===== src/sv/gra_pkg.sv =====
package gra_pkg;

	localparam int DEF_MAX_SIZE = 32;

	localparam int COST_W  = 10;
	localparam int BEST_W  = 11;
	localparam int IDX_W   = 5;
	localparam int TOTAL_W = 15;
	localparam int SIZE_W  = 6;
	localparam int N_W     = 7;

	localparam logic [COST_W-1:0] COST_MAX  = 10'd1000;
	localparam logic [BEST_W-1:0] COST_NONE = 11'd1001;

	typedef struct packed {
		logic [IDX_W-1:0]   worker;
		logic [IDX_W-1:0]   order;
		logic [COST_W-1:0]  row_cost;
		logic [TOTAL_W-1:0] total_cost;
		logic               last;
	} gra_result_t;

endpackage


===== src/sv/greedy_row_assignment.sv =====
// Greedy row assignment of a square cost matrix. Costs enter one per request in
// row-major order; start_req on an element begins a new matrix. For each row the
// block keeps the cheapest column that no earlier row has taken (ties go to the
// later column) and at the row's last element returns worker, order, row_cost,
// the running total_cost and last. Elements inside a row return nothing. One
// request is taken every clock unless req_stall is high: each element passes
// an input register, one compare-and-mask step against the row state, and an
// output register that holds the result of a row's last element. The user must
// write the matrix side via matrix_size_we/matrix_size_wdata only while the
// block is idle, not enforced by it; 0 is taken as 1, above MAX_SIZE as MAX_SIZE.
module greedy_row_assignment import gra_pkg::*; #(
	parameter int MAX_SIZE = DEF_MAX_SIZE
) (
	input  logic               clk,
	input  logic               arst_n,
	input  logic               matrix_size_we,
	input  logic [SIZE_W-1:0]  matrix_size_wdata,
	input  logic               req_valid,
	output logic               req_stall,
	input  logic [COST_W-1:0]  cost,
	input  logic               start_req,
	output logic               rsp_valid,
	input  logic               rsp_stall,
	output logic [IDX_W-1:0]   worker,
	output logic [IDX_W-1:0]   order,
	output logic [COST_W-1:0]  row_cost,
	output logic [TOTAL_W-1:0] total_cost,
	output logic               last
);

	logic [SIZE_W-1:0] matrix_size_q;
	logic [N_W-1:0]    size_n;

	logic              valid_s1;
	logic [COST_W-1:0] cost_s1;
	logic              start_s1;

	logic              out_free;
	logic              fire;
	logic              row_end;
	gra_result_t       result;
	gra_result_t       rsp_q;
	logic              rsp_valid_q;

	always_comb begin
		if (matrix_size_q == '0) begin
			size_n = N_W'(1);
		end else if (N_W'(matrix_size_q) > N_W'(MAX_SIZE)) begin
			size_n = N_W'(MAX_SIZE);
		end else begin
			size_n = N_W'(matrix_size_q);
		end
	end

	assign out_free  = !rsp_valid_q || !rsp_stall;
	assign fire      = valid_s1 && out_free;
	assign req_stall = valid_s1 && !out_free;

	always_ff @(posedge clk or negedge arst_n) begin
		if (!arst_n) begin
			matrix_size_q <= SIZE_W'(1);
		end else if (matrix_size_we) begin
			matrix_size_q <= matrix_size_wdata;
		end
	end

	// hold the request while the output side is blocked
	always_ff @(posedge clk or negedge arst_n) begin
		if (!arst_n) begin
			valid_s1 <= 1'b0;
		end else if (!req_stall) begin
			valid_s1 <= req_valid;
		end
	end

	always_ff @(posedge clk) begin
		if (!req_stall && req_valid) begin
			cost_s1  <= cost;
			start_s1 <= start_req;
		end
	end

	gra_row_unit #(
		.MAX_SIZE(MAX_SIZE)
	) u_row (
		.clk      (clk),
		.arst_n   (arst_n),
		.fire     (fire),
		.cost     (cost_s1),
		.start_req(start_s1),
		.size_n   (size_n),
		.row_end  (row_end),
		.result   (result)
	);

	always_ff @(posedge clk or negedge arst_n) begin
		if (!arst_n) begin
			rsp_valid_q <= 1'b0;
		end else if (fire && row_end) begin
			rsp_valid_q <= 1'b1;
		end else if (!rsp_stall) begin
			rsp_valid_q <= 1'b0;
		end
	end

	always_ff @(posedge clk) begin
		if (fire && row_end) begin
			rsp_q <= result;
		end
	end

	assign rsp_valid  = rsp_valid_q;
	assign worker     = rsp_q.worker;
	assign order      = rsp_q.order;
	assign row_cost   = rsp_q.row_cost;
	assign total_cost = rsp_q.total_cost;
	assign last       = rsp_q.last;

endmodule


===== src/sv/gra_row_unit.sv =====
module gra_row_unit import gra_pkg::*; #(
	parameter int MAX_SIZE = DEF_MAX_SIZE
) (
	input  logic              clk,
	input  logic              arst_n,
	input  logic              fire,
	input  logic [COST_W-1:0] cost,
	input  logic              start_req,
	input  logic [N_W-1:0]    size_n,
	output logic              row_end,
	output gra_result_t       result
);

	localparam int CW = (MAX_SIZE > 1) ? $clog2(MAX_SIZE) : 1;

	logic [MAX_SIZE-1:0] used_mask_q;
	logic [BEST_W-1:0]   best_cost_q;
	logic [CW-1:0]       best_col_q;
	logic [CW-1:0]       col_q;
	logic [CW-1:0]       row_q;
	logic [TOTAL_W-1:0]  total_q;

	logic [MAX_SIZE-1:0] cur_mask;
	logic [BEST_W-1:0]   cur_best_cost;
	logic [CW-1:0]       cur_best_col;
	logic [CW-1:0]       cur_col;
	logic [CW-1:0]       cur_row;
	logic [TOTAL_W-1:0]  cur_total;

	logic [COST_W-1:0]   cost_sat;
	logic                taken;
	logic                take_new;
	logic [BEST_W-1:0]   new_best_cost;
	logic [CW-1:0]       new_best_col;
	logic                found;
	logic [CW-1:0]       chosen;
	logic [COST_W-1:0]   chosen_cost;
	logic [TOTAL_W-1:0]  total_next;
	logic                is_last;
	logic [MAX_SIZE-1:0] chosen_bit;

	always_comb begin
		cur_mask      = start_req ? '0 : used_mask_q;
		cur_best_cost = start_req ? COST_NONE : best_cost_q;
		cur_best_col  = start_req ? '0 : best_col_q;
		cur_col       = start_req ? '0 : col_q;
		cur_row       = start_req ? '0 : row_q;
		cur_total     = start_req ? '0 : total_q;

		cost_sat = (cost > COST_MAX) ? COST_MAX : cost;
		taken    = cur_mask[cur_col];
		take_new = !taken && ({1'b0, cost_sat} <= cur_best_cost);

		new_best_cost = take_new ? {1'b0, cost_sat} : cur_best_cost;
		new_best_col  = take_new ? cur_col : cur_best_col;

		row_end     = (N_W'(cur_col) + N_W'(1)) >= size_n;
		found       = new_best_cost <= BEST_W'(COST_MAX);
		chosen      = found ? new_best_col : '0;
		chosen_cost = found ? new_best_cost[COST_W-1:0] : '0;
		total_next  = cur_total + TOTAL_W'(chosen_cost);
		is_last     = (N_W'(cur_row) + N_W'(1)) >= size_n;
		chosen_bit  = found ? (MAX_SIZE'(1) << chosen) : '0;

		result.worker     = IDX_W'(cur_row);
		result.order      = IDX_W'(chosen);
		result.row_cost   = chosen_cost;
		result.total_cost = total_next;
		result.last       = is_last;
	end

	always_ff @(posedge clk or negedge arst_n) begin
		if (!arst_n) begin
			used_mask_q <= '0;
			best_cost_q <= COST_NONE;
			best_col_q  <= '0;
			col_q       <= '0;
			row_q       <= '0;
			total_q     <= '0;
		end else if (fire) begin
			if (!row_end) begin
				used_mask_q <= cur_mask;
				best_cost_q <= new_best_cost;
				best_col_q  <= new_best_col;
				col_q       <= cur_col + CW'(1);
				row_q       <= cur_row;
				total_q     <= cur_total;
			end else if (is_last) begin
				used_mask_q <= '0;
				best_cost_q <= COST_NONE;
				best_col_q  <= '0;
				col_q       <= '0;
				row_q       <= '0;
				total_q     <= '0;
			end else begin
				used_mask_q <= cur_mask | chosen_bit;
				best_cost_q <= COST_NONE;
				best_col_q  <= '0;
				col_q       <= '0;
				row_q       <= cur_row + CW'(1);
				total_q     <= total_next;
			end
		end
	end

endmodule


===== config.mk =====
export PLATFORM = sky130hd
export DESIGN_NAME = greedy_row_assignment
export DESIGN_NICKNAME = d
export VERILOG_FILES = /design/src/sv/gra_pkg.sv /design/src/sv/greedy_row_assignment.sv /design/src/sv/gra_row_unit.sv
export SDC_FILE = /design/constraint.sdc
export NUM_CORES = 1
export LEC_CHECK = 0
export ABC_AREA = 1
export BUFFER_PORTS_ARGS = -buffer_cell sky130_fd_sc_hd__buf_2
export CORE_MARGIN = 5
export CORE_UTILIZATION = 46
export DETAILED_ROUTE_END_ITERATION = 10
export PLACE_DENSITY = 0.72
export SLEW_MARGIN = 40
export SYNTH_ARGS = -nofsm -noshare
export SYNTH_HDL_FRONTEND = slang
export SYNTH_SLANG_ARGS = --single-unit

===== constraint.sdc =====
create_clock -name clk -period 9.9 [get_ports clk]
set_input_delay 2.475 -clock clk [delete_from_list [all_inputs] [get_ports clk]]
set_output_delay 2.475 -clock clk [all_outputs]
set_load 0.02 [all_outputs]

==> reports/metrics.yaml <==
status: "complete, no violations"
cts_root_buf: "clkbuf_16"
startpoint: "start_s1$_DFFE_PP_"
tightest_slew_ns: 0.6873
yosysSeqAreaShare_pct: 46.74
clkLatencyLatePin_ns: 0.43
syn_area_um2: 7378
skew_ns: 0.01062
rsz0062_at_grt: "no"
rows: 46
leakagePower_nw: 4.089
die-width_um: 136.7
period_minus_slack_ns: 6.656
gp_congestion: 0.9234
track_usage_pct: 20.16
grt_pass1_vias: 5858
min_period_over_period_pct: 67.23
grt_max_degree: 61
wire_per_inst_um: 15.25
clk_pin_slew_ns: 0.06
rrSetupSlack_ns: 3.24
vias: 6323
drcViolationCount: 0
critPathCaptureType: "register"
synth_top_family_by_area: "simple AND/OR/NAND/NOR gates"
ant_nets: 0
endpoint: "u_row.total_q[14]$_DFFE_PN0P_"
required_ns: 10.25
pin_count: 60
syn-num-nets: 962
routed_via_density: 5.372
ys.warnings.count: 0
cts_resized: 0
worstReg2RegStart: "start_s1$_DFFE_PP_"
ys.flop_type: "dfrtp_1"
io_buffers: 59
place_hpwl_mm: 12.19
die_h_um: 136.7
powerDensity_nw_per_um2: 267.6
start_util_pct: 46.62
worstReg2RegEnd: "u_row.total_q[14]$_DFFE_PN0P_"
grt_pass1_wl_mm: 29.48
hold_viol: 0
first_pass_iters: 7
critPathKind: "register to register"
synth_seq_cells: 128
antenna_cells: 0
yosys.area_share.simple_pct: 28.40
rr_worst_depth: 33
finalSetupViolCount: 0
fin_nets: 1005
antenna_found_initial: 0
synthAdderAreaFrac_pct: 6.037
grt.overflow.total: 0
cts_max_level: 4
hold_class: "register to register"
worstPathArrival_ns: 7.00
cellInternalPower_mw: 1.338
slew-limit-headroom_pct: 54.18
report.final.slew_viol_count: 0
clockBufferDepth: 2
synth.avg_cell_area_um2: 8.153
muxShareOfSynthArea_pct: 0.4579
p_clk_share_pct: 28.9
power.total_mw: 2.247
wirelength_mm: 17.95
die-area_um2: 18670
synthXorXnorAreaFrac_pct: 1.899
drt_iter0_drc: 668
drive_above_1_share_pct: 15.30
sw_frac_of_total_pct: 40.45
synth_compound_area_share_pct: 8.394
synthCells: 905
crit_path_frequent_cell: "nand2_1"
cp_slowest_cell: "inv_4"
setup_tns_ns: 0
core-area_um2: 15830
synth_cell_types: 45
tritoncts: "built"
peakVddDrop_mv: 0.1456
asyncSetResetFlopFracSynth_pct: 63.28
p_seq_share_pct: 33.0
post_cts_buffers: 0
synth-edff-count: 47
critPathLaunchType: "register"
p_comb_share_pct: 38.2
cp_max_fo: 59
cts_num_sinks: 128
drv_cap: 0
syn_to_final_growth_pct: 13.79
postCtsHoldBufs: 0
cts_made_buffers: 17
critPathMaxStageDelay_ns: 0.51
clock.fmax_mhz: 150.3
p_switching_mw: 0.9089
state kept, by name (all words and copies together) (netlist names), 6 cells and up:
register / count
total_cost: 15
row_cost: 10
matrix_size_q: 6
u_row.total_q: 15
u_row.used_mask_q: 32
cost_s1: 10
u_row.best_cost_q: 11
through the flow:
stage | utilization, % | hold slack, ns | std cells | area (um^2) | setup WS, ns
final | 53.04 | 0.4764 | 1177 | 8396 | 3.244
after global routing | 53.04 | 0.4986 | 1177 | 8396 | 2.550
after CTS | 53.04 | 0.4825 | 1177 | 8396 | 3.320
after detailed placement | 49.19 | 0.4689 | 1145 | 7786 | 3.382
after global placement | 49.19 | 0.4619 | 1145 | 7786 | 3.617
after floorplan | - | 0.4488 | 905 | 7378 | 4.560
cell usage after synthesis, drive strengths merged, types with 14 or more instances:
master	number	share of area (%)
nor2	69	4.5
nand4	14	1.2
nand3	99	7.1
inv	95	4.9
a21oi	30	2.2
edfxtp	47	19
ha	34	5.8
nand2	291	15
o21ai	32	2.2
clkbuf	23	1.2
buf	20	1.9
dfrtp	73	25
final cells by class:
| class | instances | area (um^2) |
|---|---|---|
| clock inverter | 15 | 183.9 |
| tap | 216 | 270.3 |
| timing repair buffer | 67 | 357.8 |
| multi-input combinational | 637 | 3341 |
| sequential | 128 | 3448 |
| clock buffer | 17 | 425.4 |
| inverter | 97 | 369.1 |
| fill | 1416 | 7432 |
worst min-delay path by stage:
| stage | from | end | slack, ns | cells past startpoint |
|---|---|---|---|---|
| after floorplan | u_row.used_mask_q[16]$_DFFE_PN0P_ | u_row.used_mask_q[16]$_DFFE_PN0P_ | 0.45 | 2 |
| after global placement | u_row.used_mask_q[28]$_DFFE_PN0P_ | u_row.used_mask_q[28]$_DFFE_PN0P_ | 0.46 | 2 |
| after detailed placement | u_row.used_mask_q[20]$_DFFE_PN0P_ | u_row.used_mask_q[20]$_DFFE_PN0P_ | 0.47 | 2 |
| after CTS | u_row.used_mask_q[20]$_DFFE_PN0P_ | u_row.used_mask_q[20]$_DFFE_PN0P_ | 0.48 | 2 |
| after global routing | u_row.used_mask_q[20]$_DFFE_PN0P_ | u_row.used_mask_q[20]$_DFFE_PN0P_ | 0.50 | 2 |
| final | u_row.used_mask_q[20]$_DFFE_PN0P_ | u_row.used_mask_q[20]$_DFFE_PN0P_ | 0.48 | 2 |
cells by family (layout without fill, tap and decap cells):
family,after synthesis,after routing
and+or+nand+nor,480,480
buffers and inverters,140,196
DFF,128,128
AOI/OAI and AO/OA,103,103
adders and majority gates,35,35
xor gates and xnor gates,16,16
muxes,3,3
worst max-delay path, delay by kind of cell, from the launching register on:
kind	cells	cell delay [ns]
simple gates	16	2.49
compound gates	9	1.50
buf+inv	5	1.22
fa+ha+maj	2	0.81
flops	1	0.35
xor+xnor	1	0.20
power by group through the flow:
stage	clock network (mW)	registers (mW)	logic, mW
after floorplan	0	0.772	0.588
after CTS	0.657	0.741	0.846
after global routing	0.685	0.752	0.943
final	0.649	0.741	0.857
after detailed placement	0	0.749	0.839
after global placement	0	0.747	0.825
layer usage:
layer	wire (um)	vias to the layer above	GRT usage [%]
li1	-	3064	-
met1	8536	2983	28.36
met2	7861	252	30.94
met3	1312	24	5.110
met4	243	0	5.767
met5	0	-	0
layout by cell type, fill, tap and decap left out, types with 3 or more instances in the layout:
cell	Yosys	routed
nor2_4	6	6
nand4_1	14	14
inv_6	0	4
xor2_1	13	13
ha_1	34	34
edfxtp_1	47	47
buf_4	2	9
nand2_1	286	285
bufinv_16	0	3
clkbuf_16	0	17
o22ai_1	13	13
nand3_2	6	6
inv_1	91	91
mux2_2	3	3
nor2_2	11	11
xnor2_1	3	3
nand3_1	93	93
o21ai_0	26	26
nand2_2	4	5
o21ai_1	6	6
buf_2	10	58
nor2_1	52	52
a21oi_1	29	28
clkinv_2	0	3
o221ai_1	3	3
nor3_1	3	3
a22oi_1	13	13
dfrtp_1	73	73
dfstp_2	8	8
No activity file was read; power rests on OpenSTA's default activity.
